===== src/rtl/core/usod_pkg.sv =====
`default_nettype none
package usod_pkg;

    localparam int WINDOW   = 25;
    localparam int IDX_W    = $clog2(WINDOW);
    localparam int CNT_W    = $clog2(WINDOW);
    localparam int SCAN_W   = $clog2(WINDOW + 1);

    localparam int WIDTH_W  = 16;
    localparam int TIME_W   = 32;
    localparam int DIST_W   = 11;
    localparam int RUN_W    = 8;
    localparam int PERIOD_W = 16;
    localparam int TOL_W    = 8;
    localparam int SUM_W    = DIST_W + CNT_W;
    localparam int EV_W     = DIST_W + CNT_W;

    // distance = floor(width * 17 / 1000) = (width * 17 * ceil(2^30 / 1000)) >> 30
    localparam int MULT_W     = 25;
    localparam int DIST_SHIFT = 30;
    localparam int PROD_W     = WIDTH_W + MULT_W;
    localparam logic [MULT_W-1:0] DIST_MULT = 25'd18253614;

    localparam int REG_COUNT = 5;
    localparam int ADDR_W    = $clog2(4 * REG_COUNT);
    localparam int REG_IDX_W = ADDR_W - 2;
    localparam int DATA_W    = 32;

    typedef enum logic [REG_IDX_W-1:0] {
        REG_CLOSE_LIMIT = 3'd0,
        REG_RUN_NEEDED  = 3'd1,
        REG_PERIOD      = 3'd2,
        REG_PAIR_TOL    = 3'd3,
        REG_STUCK_TOL   = 3'd4
    } t_reg_idx;

    localparam logic [DIST_W-1:0]   RST_CLOSE_LIMIT = 11'd39;
    localparam logic [RUN_W-1:0]    RST_RUN_NEEDED  = 8'd7;
    localparam logic [PERIOD_W-1:0] RST_PERIOD      = 16'd6000;
    localparam logic [TOL_W-1:0]    RST_PAIR_TOL    = 8'd3;
    localparam logic [TOL_W-1:0]    RST_STUCK_TOL   = 8'd1;

    typedef struct packed {
        logic [DIST_W-1:0]   close_limit_cm;
        logic [RUN_W-1:0]    close_run_needed;
        logic [PERIOD_W-1:0] check_period_ms;
        logic [TOL_W-1:0]    pair_tolerance_cm;
        logic [TOL_W-1:0]    stuck_tolerance_cm;
    } t_cfg;

    typedef enum logic [5:0] {
        S_IDLE = 6'b000001,
        S_CALC = 6'b000010,
        S_UPD  = 6'b000100,
        S_SCAN = 6'b001000,
        S_EVAL = 6'b010000,
        S_OUT  = 6'b100000
    } t_state;

endpackage
`default_nettype wire


===== src/rtl/core/usod_in_if.sv =====
`default_nettype none
interface usod_in_if;
    import usod_pkg::*;

    logic                valid;
    logic                ready;
    logic [WIDTH_W-1:0]  echo_width_us;
    logic [TIME_W-1:0]   now_ms;

    modport source (output valid, output echo_width_us, output now_ms, input ready);
    modport sink   (input valid, input echo_width_us, input now_ms, output ready);
endinterface
`default_nettype wire


===== src/rtl/core/usod_out_if.sv =====
`default_nettype none
interface usod_out_if;
    import usod_pkg::*;

    logic               valid;
    logic               ready;
    logic [DIST_W-1:0]  distance_cm;
    logic               stop_request;
    logic               stuck_alert;
    logic               check_done;

    modport source (output valid, output distance_cm, output stop_request,
                    output stuck_alert, output check_done, input ready);
    modport sink   (input valid, input distance_cm, input stop_request,
                    input stuck_alert, input check_done, output ready);
endinterface
`default_nettype wire


===== src/rtl/core/usod_regs.sv =====
`default_nettype none
module usod_regs (
    input  wire logic                        i_clk,
    input  wire logic                        i_rst_n,
    input  wire logic                        psel,
    input  wire logic                        penable,
    input  wire logic                        pwrite,
    input  wire logic [usod_pkg::ADDR_W-1:0] paddr,
    input  wire logic [usod_pkg::DATA_W-1:0] pwdata,
    output logic      [usod_pkg::DATA_W-1:0] prdata,
    output logic                             pready,
    output usod_pkg::t_cfg                   o_cfg
);
    import usod_pkg::*;

    t_cfg     r_cfg;
    t_cfg     n_cfg;
    t_reg_idx w_idx;
    logic     w_wr;

    assign pready = 1'b1;
    assign w_idx  = t_reg_idx'(paddr[ADDR_W-1:2]);
    assign w_wr   = psel && penable && pwrite;
    assign o_cfg  = r_cfg;

    always_comb begin
        n_cfg = r_cfg;
        if (w_wr) begin
            case (w_idx)
                REG_CLOSE_LIMIT: n_cfg.close_limit_cm     = pwdata[DIST_W-1:0];
                REG_RUN_NEEDED:  n_cfg.close_run_needed   = pwdata[RUN_W-1:0];
                REG_PERIOD:      n_cfg.check_period_ms    = pwdata[PERIOD_W-1:0];
                REG_PAIR_TOL:    n_cfg.pair_tolerance_cm  = pwdata[TOL_W-1:0];
                REG_STUCK_TOL:   n_cfg.stuck_tolerance_cm = pwdata[TOL_W-1:0];
                default:         n_cfg = r_cfg;
            endcase
        end
    end

    always_comb begin
        case (w_idx)
            REG_CLOSE_LIMIT: prdata = DATA_W'(r_cfg.close_limit_cm);
            REG_RUN_NEEDED:  prdata = DATA_W'(r_cfg.close_run_needed);
            REG_PERIOD:      prdata = DATA_W'(r_cfg.check_period_ms);
            REG_PAIR_TOL:    prdata = DATA_W'(r_cfg.pair_tolerance_cm);
            REG_STUCK_TOL:   prdata = DATA_W'(r_cfg.stuck_tolerance_cm);
            default:         prdata = '0;
        endcase
    end

    always_ff @(posedge i_clk) begin
        if (!i_rst_n) begin
            r_cfg.close_limit_cm     <= RST_CLOSE_LIMIT;
            r_cfg.close_run_needed   <= RST_RUN_NEEDED;
            r_cfg.check_period_ms    <= RST_PERIOD;
            r_cfg.pair_tolerance_cm  <= RST_PAIR_TOL;
            r_cfg.stuck_tolerance_cm <= RST_STUCK_TOL;
        end else begin
            r_cfg <= n_cfg;
        end
    end

endmodule
`default_nettype wire


===== src/rtl/core/ultrasonic_stall_and_obstacle_detector.sv =====
`default_nettype none
// An accepted input passes states CALC, UPD and OUT, with SCAN and EVAL after UPD when a
// stuck check runs; OUT holds while the last result is not taken, and new input is taken
// only in IDLE. The check reads the sample ring one entry a cycle through its single read port.
// Reset (synchronous, active low): registers to defaults, ring entries read as zero,
// run count, write index and last check time cleared, output empty.
module ultrasonic_stall_and_obstacle_detector (
    input  wire logic                        i_clk,
    input  wire logic                        i_rst_n,
    usod_in_if.sink                          i_in_ch,
    usod_out_if.source                       o_out_ch,
    input  wire logic                        psel,
    input  wire logic                        penable,
    input  wire logic                        pwrite,
    input  wire logic [usod_pkg::ADDR_W-1:0] paddr,
    input  wire logic [usod_pkg::DATA_W-1:0] pwdata,
    output logic      [usod_pkg::DATA_W-1:0] prdata,
    output logic                             pready
);
    import usod_pkg::*;

    t_cfg w_cfg;

    usod_regs u_regs (
        .i_clk   (i_clk),
        .i_rst_n (i_rst_n),
        .psel    (psel),
        .penable (penable),
        .pwrite  (pwrite),
        .paddr   (paddr),
        .pwdata  (pwdata),
        .prdata  (prdata),
        .pready  (pready),
        .o_cfg   (w_cfg)
    );

    t_state               r_state, n_state;
    logic [WIDTH_W-1:0]   r_width, n_width;
    logic [TIME_W-1:0]    r_now, n_now;
    logic [PROD_W-1:0]    r_prod, n_prod;
    logic [DIST_W-1:0]    r_dist, n_dist;
    logic                 r_stop, n_stop;
    logic                 r_done, n_done;
    logic                 r_stuck, n_stuck;
    logic [RUN_W-1:0]     r_run_cnt, n_run_cnt;
    logic [IDX_W-1:0]     r_widx, n_widx;
    logic [TIME_W-1:0]    r_last, n_last;
    logic [IDX_W-1:0]     r_addr, n_addr;
    logic [SCAN_W-1:0]    r_scnt, n_scnt;
    logic [DIST_W-1:0]    r_prev, n_prev;
    logic [SUM_W-1:0]     r_sum, n_sum;
    logic [CNT_W-1:0]     r_pcnt, n_pcnt;
    logic                 r_out_valid, n_out_valid;
    logic [DIST_W-1:0]    r_out_dist, n_out_dist;
    logic                 r_out_stop, n_out_stop;
    logic                 r_out_stuck, n_out_stuck;
    logic                 r_out_done, n_out_done;

    logic [DIST_W-1:0]    r_ring [WINDOW];
    logic [WINDOW-1:0]    r_valid;
    logic [DIST_W-1:0]    r_rd_data;
    logic                 r_rd_vld;

    logic                 w_wr_en;
    logic [DIST_W-1:0]    w_dist;
    logic [DIST_W-1:0]    w_samp;
    logic [DIST_W-1:0]    w_pair_diff;
    logic [RUN_W-1:0]     w_run_inc;
    logic [TIME_W-1:0]    w_elapsed;
    logic [IDX_W-1:0]     w_widx_nxt;
    logic [IDX_W-1:0]     w_addr_nxt;
    logic [EV_W-1:0]      w_ev_sum;
    logic [EV_W-1:0]      w_ev_rhs;
    logic [EV_W-1:0]      w_ev_diff;
    logic [EV_W-1:0]      w_ev_tol;

    assign w_dist      = r_prod[DIST_SHIFT +: DIST_W];
    assign w_samp      = r_rd_vld ? r_rd_data : '0;
    assign w_pair_diff = (r_prev >= w_samp) ? (r_prev - w_samp) : (w_samp - r_prev);
    assign w_run_inc   = (r_run_cnt == {RUN_W{1'b1}}) ? r_run_cnt : r_run_cnt + 1'b1;
    assign w_elapsed   = r_now - r_last;
    assign w_widx_nxt  = (r_widx == IDX_W'(WINDOW - 1)) ? '0 : r_widx + 1'b1;
    assign w_addr_nxt  = (r_addr == IDX_W'(WINDOW - 1)) ? '0 : r_addr + 1'b1;
    assign w_ev_sum    = EV_W'(r_sum);
    assign w_ev_rhs    = EV_W'(r_dist) * EV_W'(r_pcnt);
    assign w_ev_diff   = (w_ev_sum >= w_ev_rhs) ? (w_ev_sum - w_ev_rhs)
                                                : (w_ev_rhs - w_ev_sum);
    assign w_ev_tol    = EV_W'(w_cfg.stuck_tolerance_cm) * EV_W'(r_pcnt);

    assign i_in_ch.ready         = (r_state == S_IDLE);
    assign o_out_ch.valid        = r_out_valid;
    assign o_out_ch.distance_cm  = r_out_dist;
    assign o_out_ch.stop_request = r_out_stop;
    assign o_out_ch.stuck_alert  = r_out_stuck;
    assign o_out_ch.check_done   = r_out_done;

    always_comb begin
        n_state     = r_state;
        n_width     = r_width;
        n_now       = r_now;
        n_prod      = r_prod;
        n_dist      = r_dist;
        n_stop      = r_stop;
        n_done      = r_done;
        n_stuck     = r_stuck;
        n_run_cnt   = r_run_cnt;
        n_widx      = r_widx;
        n_last      = r_last;
        n_addr      = r_addr;
        n_scnt      = r_scnt;
        n_prev      = r_prev;
        n_sum       = r_sum;
        n_pcnt      = r_pcnt;
        n_out_valid = r_out_valid;
        n_out_dist  = r_out_dist;
        n_out_stop  = r_out_stop;
        n_out_stuck = r_out_stuck;
        n_out_done  = r_out_done;
        w_wr_en     = 1'b0;

        if (r_out_valid && o_out_ch.ready) begin
            n_out_valid = 1'b0;
        end

        case (r_state)
            S_IDLE: begin
                if (i_in_ch.valid) begin
                    n_width = i_in_ch.echo_width_us;
                    n_now   = i_in_ch.now_ms;
                    n_state = S_CALC;
                end
            end
            S_CALC: begin
                n_prod  = PROD_W'(r_width) * DIST_MULT;
                n_state = S_UPD;
            end
            S_UPD: begin
                w_wr_en = 1'b1;
                n_dist  = w_dist;
                n_stop  = 1'b0;
                if (w_dist <= w_cfg.close_limit_cm) begin
                    if (w_run_inc >= w_cfg.close_run_needed) begin
                        n_stop    = 1'b1;
                        n_run_cnt = '0;
                    end else begin
                        n_run_cnt = w_run_inc;
                    end
                end else begin
                    n_run_cnt = '0;
                end
                n_widx = w_widx_nxt;
                // oldest entry sits right after the one just written
                n_addr = w_widx_nxt;
                if (w_elapsed > TIME_W'(w_cfg.check_period_ms)) begin
                    n_done  = 1'b1;
                    n_last  = r_now;
                    n_scnt  = '0;
                    n_sum   = '0;
                    n_pcnt  = '0;
                    n_state = S_SCAN;
                end else begin
                    n_done  = 1'b0;
                    n_stuck = 1'b0;
                    n_state = S_OUT;
                end
            end
            S_SCAN: begin
                n_addr = w_addr_nxt;
                n_scnt = r_scnt + 1'b1;
                if (r_scnt != '0) begin
                    n_prev = w_samp;
                end
                if (r_scnt >= SCAN_W'(2) &&
                    DIST_W'(w_pair_diff) < DIST_W'(w_cfg.pair_tolerance_cm)) begin
                    n_sum  = r_sum + SUM_W'(r_prev);
                    n_pcnt = r_pcnt + 1'b1;
                end
                if (r_scnt == SCAN_W'(WINDOW)) begin
                    n_state = S_EVAL;
                end
            end
            S_EVAL: begin
                // no qualifying pair gives a zero bound, so never stuck
                n_stuck = (w_ev_diff < w_ev_tol);
                n_state = S_OUT;
            end
            S_OUT: begin
                if (!r_out_valid || o_out_ch.ready) begin
                    n_out_valid = 1'b1;
                    n_out_dist  = r_dist;
                    n_out_stop  = r_stop;
                    n_out_stuck = r_stuck;
                    n_out_done  = r_done;
                    n_state     = S_IDLE;
                end
            end
            default: begin
                n_state = S_IDLE;
            end
        endcase
    end

    always_ff @(posedge i_clk) begin
        if (w_wr_en) begin
            r_ring[r_widx] <= w_dist;
        end
        r_rd_data <= r_ring[r_addr];
        r_rd_vld  <= r_valid[r_addr];
    end

    always_ff @(posedge i_clk) begin
        if (!i_rst_n) begin
            r_state     <= S_IDLE;
            r_run_cnt   <= '0;
            r_widx      <= '0;
            r_last      <= '0;
            r_out_valid <= 1'b0;
            r_valid     <= '0;
        end else begin
            r_state     <= n_state;
            r_run_cnt   <= n_run_cnt;
            r_widx      <= n_widx;
            r_last      <= n_last;
            r_out_valid <= n_out_valid;
            if (w_wr_en) begin
                r_valid[r_widx] <= 1'b1;
            end
        end
    end

    always_ff @(posedge i_clk) begin
        r_width     <= n_width;
        r_now       <= n_now;
        r_prod      <= n_prod;
        r_dist      <= n_dist;
        r_stop      <= n_stop;
        r_done      <= n_done;
        r_stuck     <= n_stuck;
        r_addr      <= n_addr;
        r_scnt      <= n_scnt;
        r_prev      <= n_prev;
        r_sum       <= n_sum;
        r_pcnt      <= n_pcnt;
        r_out_dist  <= n_out_dist;
        r_out_stop  <= n_out_stop;
        r_out_stuck <= n_out_stuck;
        r_out_done  <= n_out_done;
    end

    a_widx_range: assert property (@(posedge i_clk) disable iff (!i_rst_n)
        r_widx <= IDX_W'(WINDOW - 1))
        else $error("ring write index out of range");

    a_scan_bound: assert property (@(posedge i_clk) disable iff (!i_rst_n)
        (r_state == S_SCAN) |-> (r_scnt <= SCAN_W'(WINDOW)))
        else $error("scan ran past the ring");

    a_pair_count: assert property (@(posedge i_clk) disable iff (!i_rst_n)
        (r_state == S_EVAL) |-> (r_pcnt <= CNT_W'(WINDOW - 1)))
        else $error("more qualifying pairs than ring pairs");

    a_stop_clears: assert property (@(posedge i_clk) disable iff (!i_rst_n)
        (r_state == S_UPD) && (w_dist <= w_cfg.close_limit_cm) &&
        (w_run_inc >= w_cfg.close_run_needed) |=> (r_stop && r_run_cnt == '0))
        else $error("stop request without cleared run count");

    a_check_time: assert property (@(posedge i_clk) disable iff (!i_rst_n)
        (r_state == S_SCAN) |-> (r_last == r_now && r_done))
        else $error("check time not taken at check start");

endmodule
`default_nettype wire


===== src/flat_wrapper.sv =====
// flat-port wrapper written by rule: the top's interface ports become plain ports
module ultrasonic_stall_and_obstacle_detector_flat import usod_pkg::*;
  (i_clk, i_rst_n, psel, penable, pwrite, paddr, pwdata, prdata, pready, i_in_ch_valid, i_in_ch_echo_width_us, i_in_ch_now_ms, i_in_ch_ready, o_out_ch_valid, o_out_ch_distance_cm, o_out_ch_stop_request, o_out_ch_stuck_alert, o_out_ch_check_done, o_out_ch_ready);
  usod_in_if i_in_ch_i ();
  usod_out_if o_out_ch_i ();
  input  wire logic i_clk;
  input  wire logic i_rst_n;
  input  wire logic psel;
  input  wire logic penable;
  input  wire logic pwrite;
  input  wire logic [usod_pkg::ADDR_W-1:0] paddr;
  input  wire logic [usod_pkg::DATA_W-1:0] pwdata;
  output logic      [usod_pkg::DATA_W-1:0] prdata;
  output logic pready;
  input wire logic [$bits(i_in_ch_i.valid)-1:0] i_in_ch_valid;
  input wire logic [$bits(i_in_ch_i.echo_width_us)-1:0] i_in_ch_echo_width_us;
  input wire logic [$bits(i_in_ch_i.now_ms)-1:0] i_in_ch_now_ms;
  output wire logic [$bits(i_in_ch_i.ready)-1:0] i_in_ch_ready;
  output wire logic [$bits(o_out_ch_i.valid)-1:0] o_out_ch_valid;
  output wire logic [$bits(o_out_ch_i.distance_cm)-1:0] o_out_ch_distance_cm;
  output wire logic [$bits(o_out_ch_i.stop_request)-1:0] o_out_ch_stop_request;
  output wire logic [$bits(o_out_ch_i.stuck_alert)-1:0] o_out_ch_stuck_alert;
  output wire logic [$bits(o_out_ch_i.check_done)-1:0] o_out_ch_check_done;
  input wire logic [$bits(o_out_ch_i.ready)-1:0] o_out_ch_ready;
  assign i_in_ch_i.valid = i_in_ch_valid;
  assign i_in_ch_i.echo_width_us = i_in_ch_echo_width_us;
  assign i_in_ch_i.now_ms = i_in_ch_now_ms;
  assign i_in_ch_ready = i_in_ch_i.ready;
  assign o_out_ch_valid = o_out_ch_i.valid;
  assign o_out_ch_distance_cm = o_out_ch_i.distance_cm;
  assign o_out_ch_stop_request = o_out_ch_i.stop_request;
  assign o_out_ch_stuck_alert = o_out_ch_i.stuck_alert;
  assign o_out_ch_check_done = o_out_ch_i.check_done;
  assign o_out_ch_i.ready = o_out_ch_ready;
  ultrasonic_stall_and_obstacle_detector u_core (.i_clk(i_clk), .i_rst_n(i_rst_n), .i_in_ch(i_in_ch_i), .o_out_ch(o_out_ch_i), .psel(psel), .penable(penable), .pwrite(pwrite), .paddr(paddr), .pwdata(pwdata), .prdata(prdata), .pready(pready));
endmodule

===== config.mk =====
export PLATFORM = sky130hd
export DESIGN_NAME = ultrasonic_stall_and_obstacle_detector_flat
export DESIGN_NICKNAME = d
export VERILOG_FILES = /design/src/rtl/core/usod_pkg.sv /design/src/rtl/core/usod_in_if.sv /design/src/rtl/core/usod_out_if.sv /design/src/rtl/core/usod_regs.sv /design/src/rtl/core/ultrasonic_stall_and_obstacle_detector.sv /design/src/flat_wrapper.sv
export SDC_FILE = /design/constraint.sdc
export NUM_CORES = 1
export LEC_CHECK = 0
export BUFFER_PORTS_ARGS = -buffer_cell sky130_fd_sc_hd__buf_2
export CORE_AREA = 5 5 253 255
export DETAILED_ROUTE_END_ITERATION = 10
export DIE_AREA = 0 0 258 260
export GPL_TIMING_DRIVEN = 0
export PLACE_DENSITY = 0.85
export SYNTH_ARGS = -nofsm -noshare
export SYNTH_HDL_FRONTEND = slang
export SYNTH_SLANG_ARGS = --single-unit

===== constraint.sdc =====
create_clock -name i_clk -period 12.5 [get_ports i_clk]
set_clock_uncertainty 0.2 [all_clocks]
set_input_delay 0.625 -clock i_clk [delete_from_list [all_inputs] [get_ports i_clk]]
set_output_delay 0.625 -clock i_clk [all_outputs]
set_load 0.05 [all_outputs]

Word-level counts from Yosys, hierarchy flattened
Memories as Yosys holds them, arrays and structs flattened. A register that Yosys moved wholly into a read port is not among the register bits.
Cells that the tools add are included.
Widths: inputs -> output; s select.
{ "word_totals": {"inputBits": 92, "ff_bits": 287, "elab_cells": 135, "output_inout_bits": 49, "mem_count": 1, "ramBits": 275} }
{ "mem_list": {"columns": ["name", "depth", "word_bits", "rd", "rd_clocked_by_memory_dff", "wr", "line_no", "source"], "rows": [
  ["u_core.r_ring", 25, 11, 1, 1, 1, "ultrasonic_stall_and_obstacle_detector.sv:59", "logic [DIST_W-1:0] r_ring [WINDOW];"]
]} }
{ "classes": {"n_mul": 3, "n_addsub": 11, "mux": 36, "order_cmp": 11, "bitwise_logic": 1, "n_eq_ne": 20, "reduce_logical": 24} }
{ "op_table": {"columns": ["operator", "n"], "rows": [
  ["$pmux 16 s5", 1],
  ["$mux 16", 3],
  ["$mul 16x24->40 const B", 1],
  ["$pmux 6 s6", 1],
  ["$gt 32x16->1", 1],
  ["$pmux 16 s2", 1],
  ["$sub 16x16->16", 2],
  ["$sub 32x32->32", 1],
  ["$pmux 5 s2", 3],
  ["$or 25x25->25", 1],
  ["$mux 6", 4],
  ["$mux 8", 3],
  ["$mux 11", 2],
  ["$reduce_and 2->1", 11],
  ["$sub 11x11->11", 2],
  ["$add 5x1->5 const B", 4],
  ["$mux 5", 4],
  ["$add 16x11->16", 1],
  ["$ge 16x16->1", 1],
  ["$lt 16x13->1", 1],
  ["$mul 11x5->16", 1],
  ["$eq 5x5->1 const B", 3],
  ["$mul 8x5->13", 1],
  ["$lt 5x6->1 const B", 2],
  ["other kinds (30)", 51]
]} }

Depth between registers and ports, before layout
Gate-level depths: netlist (run 1).
{ "depth": {"word_depth": 7, "depth_mapped": 37} }

By module
From an unflattened synthesis (run 1), not the netlist that was laid out.
{ "unflattened": {"hier_cells": 3282, "hier_area_um2": 36681.4} }
{ "modules_own_cells": {"columns": ["module", "seq_area_each_um2", "cells_per_inst", "instances", "area_each_um2"], "rows": [
  ["ultrasonic_stall_and_obstacle_detector", 13913.3, 3006, 1, 34088.9],
  ["usod_regs", 1021.0, 276, 1, 2592.5]
]} }

Least setup slack after synthesis (run 1)
No wires, ideal clock.
{ "synth_timing": {"path_kind": "reg2reg", "startpoint": "register u_core.r_pcnt[4]", "endpoint": "register u_core.r_stuck (data pin)", "t_arrival_ns": 7.275, "required_time_ns": 12.124, "path_stages_with_launch": 36, "n_path_buf": 4, "slack_ns": 4.849, "period_less_slack_ns": 7.651, "cell_sequence": "edfxtp_1 -> clkbuf_1 -> nand2_1 -> fa_1 -> fa_1 -> fa_1 -> inv_1 -> ha_1 -> nor2b_1 -> o21ai_0 -> a21boi_0 -> o21ai_0 -> a21boi_0 -> o21ai_0 -> nand2b_1 -> xor2_1 -> ha_1 -> clkbuf_1 -> nand2_1 -> nor4_1 -> o41ai_1 -> a21oi_1 -> clkbuf_1 -> clkbuf_1 -> nor2_1 -> a21oi_1 -> xor2_1 -> ha_1 -> a21o_1 -> a21oi_1 -> nor2_1 -> a211oi_1 -> o31ai_1 -> a21oi_1 -> o21ai_0 -> nor4_1"} }
{ "synth_via": {"elab_chain_cells": 5, "elab_cells_between_ends": 8, "cone_classes": "add/sub (2); mul (2); order compare (2); mux (2)"} }
{ "synth_rtl": {"columns": ["item", "line_no", "source"], "rows": [
  ["start: declaration", "ultrasonic_stall_and_obstacle_detector.sv:52", "logic [CNT_W-1:0] r_pcnt, n_pcnt;"],
  ["start signal: assignment", "ultrasonic_stall_and_obstacle_detector.sv:243", "r_pcnt <= n_pcnt;"],
  ["$mul 11x5->16", "ultrasonic_stall_and_obstacle_detector.sv:85", "assign w_ev_rhs = EV_W'(r_dist) * EV_W'(r_pcnt);"],
  ["$sub 16x16->16, or another cell as far along", "ultrasonic_stall_and_obstacle_detector.sv:87", ": (w_ev_rhs - w_ev_sum);"],
  ["$mux 16", "ultrasonic_stall_and_obstacle_detector.sv:86", "assign w_ev_diff = (w_ev_sum >= w_ev_rhs) ? (w_ev_sum - w_ev_rhs)"],
  ["$lt 16x13->1 (*)", "ultrasonic_stall_and_obstacle_detector.sv:184", "n_stuck = (w_ev_diff < w_ev_tol);"],
  ["$pmux 1 s2 (*)", "ultrasonic_stall_and_obstacle_detector.sv:125", "case (r_state)"],
  ["end signal: assignment", "ultrasonic_stall_and_obstacle_detector.sv:238", "r_stuck <= n_stuck;"],
  ["end: declaration", "ultrasonic_stall_and_obstacle_detector.sv:44", "logic r_stuck, n_stuck;"]
]} }
Mark *: on every way between the ends. The rest lies on a longest branch, timed or not.
A chain may end at the register's enable or synchronous reset.

Worst setup path in the final report (run 1)
Same ends and word-level chain as after synthesis.

==> summary.md, run 1 <==
| Metric | Value |
|---|---|
| Run status | finished with violations |
| Failing checks | design-rule violations |
| Via density | between 6 and 7 |
| Synth Flop Type | edfxtp_1 |
| Max Freq | approximately 0.10 GHz |
| Worst Path Arrival | between 9000 and 10000 ps |
| CP max-delay cell | clkbuf_1 |
| Largest net degree at the start of global routing | 39 |
| Kind of critical path | reg2reg |
| Post-Syn Area | roughly 37000 sq um |
| Most common cell after layout, fill and taps aside | edfxtp_1 |
| Crit start category | flop |
| Worst-Skew Late Latency | approximately 650 ps |
| DRC errors left | 1 |
| Clk network pwr share | 0.281 |
| Power per cell area | roughly 160 nW/um^2 |
| Peak supply drop | 440.4 uV |
| Fin. max-slew vios | 0 |
| Flops & latches, synth | ~540 |
| Placed insts | 4169 |
| Commonest non-fill, non-tap cells in the layout | edfxtp_1, inv_1, ha_1, nand2_1, fa_1 |
| Maximum root-to-sink buffer count | 3 |
| First-pass GRT wire length | 150700 um |
| P_sw | 2.321 mW |
| Final WS setup | a little under 3000 ps |
| Nets | between 4000 and 5000 |
| Worst Path Required | 12770 ps |
| Seq/Total Area, Yosys | 0.4088 |
| # setup viols final | 0 |
| R2r setup slk | 2910 ps |
| Hold path start | pwdata[11] |
| Syn Area/Cell | approximately 11 sq um |
| Critical path's top delay family | compound AO/OA/AOI/OAI gates |
| Synth unique cells | between 80 and 90 |
| Pwr Total | ~6.5 mW |
| DRT Pass-1 Iters | 9 |
| RSZ-0062 raised after global routing | false |
| R2r endpoint | u_core.r_stuck |
| Worst-path maximum fanout | 10 |
| Worst Hold Path Cells | 3 |
| Drt initial violations | 2903 |
| Fin crit share | 0.7671 |
| Power Internal | a little over 4 mW |
| Comb power frac | 0.394 |
| CTS Buf Count | 56 |
| Yosys warning count | 0 |
| Number of top-level pins | 141 |
| Tightest Pin Transition | roughly 1400 ps |
| DIE AREA | between 60000 and 70000 sq um |
| Slowest stage delay, CP | around 560 ps |
| WL final | a little under 100000 um |
| Pre-CTS setup slack | roughly 3000 ps |
| Die height | about 260 um |
| Initial Utilization | 0.5953 |
| P&R area growth vs syn | 10.96% |
| Clock sink count | about 540 |
| Sequential power share | 0.326 |
| CP Capture Type | flop |
| Crit path depth | 35 |
| Pleak | approximately 17 nW |
| Post-DP HPWL | approximately 70000 um |
| Hold endpoint | u_core.u_regs.o_cfg[27] |
| Vias in the first global route | between 20000 and 30000 |
| Initial antenna violation count | 5 |
| Worst-path clk slew | around 60 ps |
| Setup TNS | 0 ps |
| Worst slew margin | 0.06772 |
| Port bufs | 101 |
| Switching share of power | 0.3590 |
| Layout cells sized above 1 | 0.1076 |
| Max_cap viols | 0 |
| Fin. Hold Viols | 0 |
| Reg2Reg Depth | 35 |
| Core Area | a little over 60000 sq um |
| Number of synthesized flops with an enable pin | between 400 and 500 |
| Final Critical Period | between 9000 and 10000 ps |
| R2R Path Start | u_core.r_pcnt[4] |
| GRT Total Usage | 0.2850 |
| Routability cong. | 0.9268 |
| Finished Layout Cells | about 4300 |
| CTS tree | yes |
| Row cnt | 91 |
| Remaining Overflow, GRT | 0 |
| Post-route ant nets | 0 |
| Hold WC Path Type | in2reg |
| Vias | about 27000 |
| WL per Instance | 22.61 um |
| Syn Inst Count | approximately 3300 |
| Die W | around 260 um |
| WP buf/inv | 5 |
| Final Core Density | 0.6606 |
| Htree depth | 2 |
| Ys async rst share | 0 |
| Root Driver | clkbuf_16 |
-- worst max path at each step --
stage                      from              to  slack, ps
2_1_floorplan  u_core.r_pcnt[4]  u_core.r_stuck       4850
3_3_place_gp   u_core.r_pcnt[3]  u_core.r_stuck       3180
3_5_place_dp   u_core.r_pcnt[4]  u_core.r_stuck       2970
4_1_cts        u_core.r_pcnt[4]  u_core.r_stuck       2930
5_1_grt        u_core.r_pcnt[4]  u_core.r_stuck       2400
6_report       u_core.r_pcnt[4]  u_core.r_stuck       2910
-- layout make-up --
class                           count  area, sq um
Antenna cell                        2        5.005
Timing Repair Buffer              141        922.1
Multi-Input combinational cell   2179        19480
Clock buffer                       74         1597
Tap cell                          790        988.4
Sequential cell                   544        14930
Clock inverter                     32        412.9
Fill cell                        4331        20830
Inverter                          401         1505
Buffer                            151        698.2
-- worst reg2reg max path: cells and delay by family (launching register included) --
family	cells	cell delay, ps
and+or+nand+nor	8	1160
buffers and inverters	5	1850
DFF	1	350
xor gates and xnor gates	2	560
adders and majority gates	6	2530
AOI/OAI and AO/OA	14	2750
-- layer usage --
metal	wire length, um	part of all wire	GRT usage
met5	27	0.00028	0
met3	7828	0.080	0.04583
met4	5403	0.055	0.1338
met1	36590	0.38	0.3563
met2	47710	0.49	0.4889
-- flip-flops by register name (all words and copies together), names as in the netlist, 5 cells and up --
name                         count
u_core.o_out_ch.distance_cm     11
u_core.r_addr                    5
u_core.r_dist                   11
u_core.r_last                   32
u_core.r_now                    32
u_core.r_pcnt                    5
u_core.r_prev                   11
u_core.r_prod                   11
u_core.r_rd_data                11
u_core.r_ring                  275
u_core.r_run_cnt                 8
u_core.r_scnt                    5
u_core.r_state                   6
u_core.r_sum                    16
u_core.r_valid                  25
u_core.r_width                  16
u_core.r_widx                    5
u_core.u_regs.o_cfg             51
-- per-stage QoR --
stage / area, sq um / hold slack (ps)
floorplan: 36590 / 200.3
global placement: 38090 / 213.3
detailed placement: 38140 / 223.1
CTS: 40520 / 3.315
global route: 40530 / 12.12
finish: 40540 / 21.77
-- cells by family after synthesis --
family          Yosys count  synth area share
flops                   544            0.4088
xor+xnor                 85           0.02038
fa+ha+maj               539            0.2183
mux                     173           0.07736
simple gates            756            0.1012
compound gates          609            0.1135
other cells               2         0.0002056
buf+inv                 552           0.06031
-- Yosys cell counts (all sizes together), types with 8 or more instances --
cell type | number | area [sq um]
or3 | 8 | 50.05
o211ai | 28 | 224.0
o21a | 54 | 405.4
nand2 | 247 | 927.1
nor4 | 16 | 100.1
mux4 | 85 | 1914
inv | 400 | 1501
o21ai | 126 | 630.6
a21o | 49 | 367.9
a21boi | 34 | 255.3
edfxtp | 404 | 12130
a31oi | 15 | 100.1
nor3 | 45 | 230.2
ha | 375 | 4692
nand2b | 21 | 131.4
xor2 | 35 | 306.5
o22ai | 18 | 112.6
clkbuf | 99 | 371.6
nor2 | 151 | 566.8
nor2b | 45 | 281.5
a2bb2oi | 32 | 280.3
and3 | 40 | 250.2
dfxtp | 140 | 2803
and2 | 67 | 419.2
o21bai | 12 | 90.09
fa | 164 | 3283
a21oi | 126 | 641.9
mux2 | 25 | 281.5
xnor2 | 50 | 437.9
buf | 52 | 326.6
nand4 | 33 | 206.5
mux2i | 63 | 630.6
o311ai | 35 | 314.1
a211oi | 15 | 112.6
nand3 | 43 | 220.2
or4 | 8 | 60.06
or2 | 8 | 52.55
-- power groups by stage --
stage | clock [mW] | sequential [mW] | combinational, mW
final | 1.82 | 2.10 | 2.54
after global routing | 1.90 | 2.11 | 2.86
after CTS | 1.81 | 2.10 | 2.47
after detailed placement | 0 | 2.14 | 2.42
after global placement | 0 | 2.14 | 2.30
after floorplan | 0 | 2.09 | 1.79
-- repair_timing --
item,CTS,global route
hold endpoints to repair,37,0
setup buffers,0,0
hold buffers,37,0
gates resized for setup,0,0
(Power assumes the default switching activity.)
==> run 2: changes to the inputs <==
Settings changed: CORE_AREA 5 5 253 255 to 5 5 260 262, DIE_AREA 0 0 258 260 to 0 0 265 267.
Clock period 12.5 ns to 8.41 ns, I/O delays scaled along.
==> summary.md, run 2 (synthesis results as in run 1) <==
| Metric | Value |
|---|---|
| Run status | finished with violations |
| Failing checks | design-rule violations |
| Nets | approximately 4100 |
| GRT Total Usage | 0.2674 |
| Power per cell area | roughly 230 nW/um^2 |
| Worst-Skew Late Latency | ~620 ps |
| Die W | ~270 um |
| Clock sink count | approximately 540 |
| DIE AREA | between 70000 and 80000 sq um |
| Worst slew margin | 0.07964 |
| Hold path start | o_out_ch_ready |
| Slowest stage delay, CP | between 500 and 600 ps |
| Initial antenna violation count | 2 |
| Vias in the first global route | between 20000 and 30000 |
| Worst-path maximum fanout | 10 |
| Root Driver | clkbuf_16 |
| Post-DP Area | between 30000 and 40000 sq um |
| WL per Instance | approximately 22 um |
| CTS Buf Count | 56 |
| Final Core Density | 0.6280 |
| Register with the most flip-flops | u_core.r_ring |
| R2R Path Start | u_core.r_pcnt[2] |
| DRT Pass-1 Iters | 11 |
| First-pass GRT wire length | 150600 um |
| Fin crit share | 0.9699 |
| Pleak | 16.93 nW |
| Htree depth | 2 |
| CTS tree | yes |
| Fin. Hold Viols | 0 |
| Largest net degree at the start of global routing | 41 |
| P&R area growth vs syn | 11.99% |
| Crit start category | flop |
| DRC errors left | 1 |
| Pre-CTS setup slack | -1224 ps |
| Post-route ant nets | 0 |
| Core Area | 65160 sq um |
| Vias | about 27000 |
| Routability cong. | between 0.9 and 1 |
| Most common cell after layout, fill and taps aside | edfxtp_1 |
| CP max-delay cell | fa_1 |
| Setup TNS | 0 ps |
| Initial Utilization | 0.5607 |
| Fin. max-slew vios | 0 |
| Critical path's top delay family | adder cells |
| Max_cap viols | 0 |
| Row cnt | 94 |
| Peak supply drop | 535.3 uV |
| Post-DP HPWL | approximately 69000 um |
| Hold WC Path Type | in2reg |
| WP buf/inv | 5 |
| # setup viols final | 0 |
| Worst Path Required | 8640 ps |
| WL final | about 96000 um |
| Number of flip-flops under the largest register name | 275 |
| Max Freq | between 0.1 and 0.15 GHz |
| Final Critical Period | just over 8000 ps |
| Port bufs | a little over 100 |
| Commonest non-fill, non-tap cells in the layout | edfxtp_1, inv_1, ha_1, nand2_1, fa_1 |
| Kind of critical path | reg2reg |
| Maximum root-to-sink buffer count | 3 |
| Hold_ws | around 190 ps |
| Layout cells sized above 1 | 0.1130 |
| Die height | about 270 um |
| Worst-path clk slew | 60 ps |
| Tightest Pin Transition | between 1000 and 1500 ps |
| Pwr Total | around 9.4 mW |
| Crit path launch | u_core.r_pcnt[2] |
| Worst Path Arrival | roughly 8400 ps |
| Number of top-level pins | 141 |
| Finished Layout Cells | 4414 |
| Via density | 6.091 |
| Drt initial violations | roughly 2600 |
| Final WS setup | about 250 ps |
| Final instance area | 40920 sq um |
| Remaining Overflow, GRT | 0 |
| CP Capture Type | flop |
| Placed insts | 4243 |
| RSZ-0062 raised after global routing | false |
==> run 2: changes by cell type in the layout (fill, tap and decap cells not counted), moves of 6 or more <==
cell           before  now
a21oi_1           123  117
a21oi_2             3    9
clkbuf_1          107   99
buf_4              20   27
dlygate4sd3_1      37   65
==> run 2: cell type report <==
class	count	area (sq um)
Antenna cell	1	2.502
Buffer	146	711.9
Clock buffer	78	1574
Clock inverter	28	294.0
Fill cell	4775	24240
Inverter	401	1505
Multi-Input combinational cell	2179	19590
Sequential cell	544	14930
Tap cell	864	1081
Timing Repair Buffer	173	1229
==> run 2: worst paths after layout <==
| check | end | slack, ps | cells past startpoint |
|---|---|---|---|
| setup reg to reg | u_core.r_stuck | 250 | 32 |
| setup / recovery | u_core.r_stuck | 250 | 32 |
| hold / removal | u_core.o_out_ch.valid | 190 | 3 |
| hold reg to reg | u_core.o_out_ch.stop_request | 230 | 0 |
==> run 2: power breakdown <==
part | internal (mW) | switching (mW)
logic | 1.57 | 2.13
clock network | 1.44 | 1.09
registers | 3.00 | 0.121
total | 6.02 | 3.35
==> run 2: what timing repair did <==
action,4_1_cts,5_1_grt
pin swaps,1,5
endpoints found under the hold margin,97,0
hold buffers,65,0
endpoints found under the setup margin,1,1
setup buffers,0,4
gates resized for setup,21,25
==> run 2: worst min-delay path, stage by stage <==
cell and delay [ps]:
buf_2 80, nand2b_1 270, a21boi_0 170
==> run 2: metal layers <==
metal / track usage / routed length [um] / up-vias
met3: 0.03457 / 7889 / 308
met2: 0.4566 / 47040 / 1414
li1: - / - / 12130
met4: 0.1228 / 4937 / 0
met5: 0 / 0 / -
met1: 0.3431 / 36100 / 13040
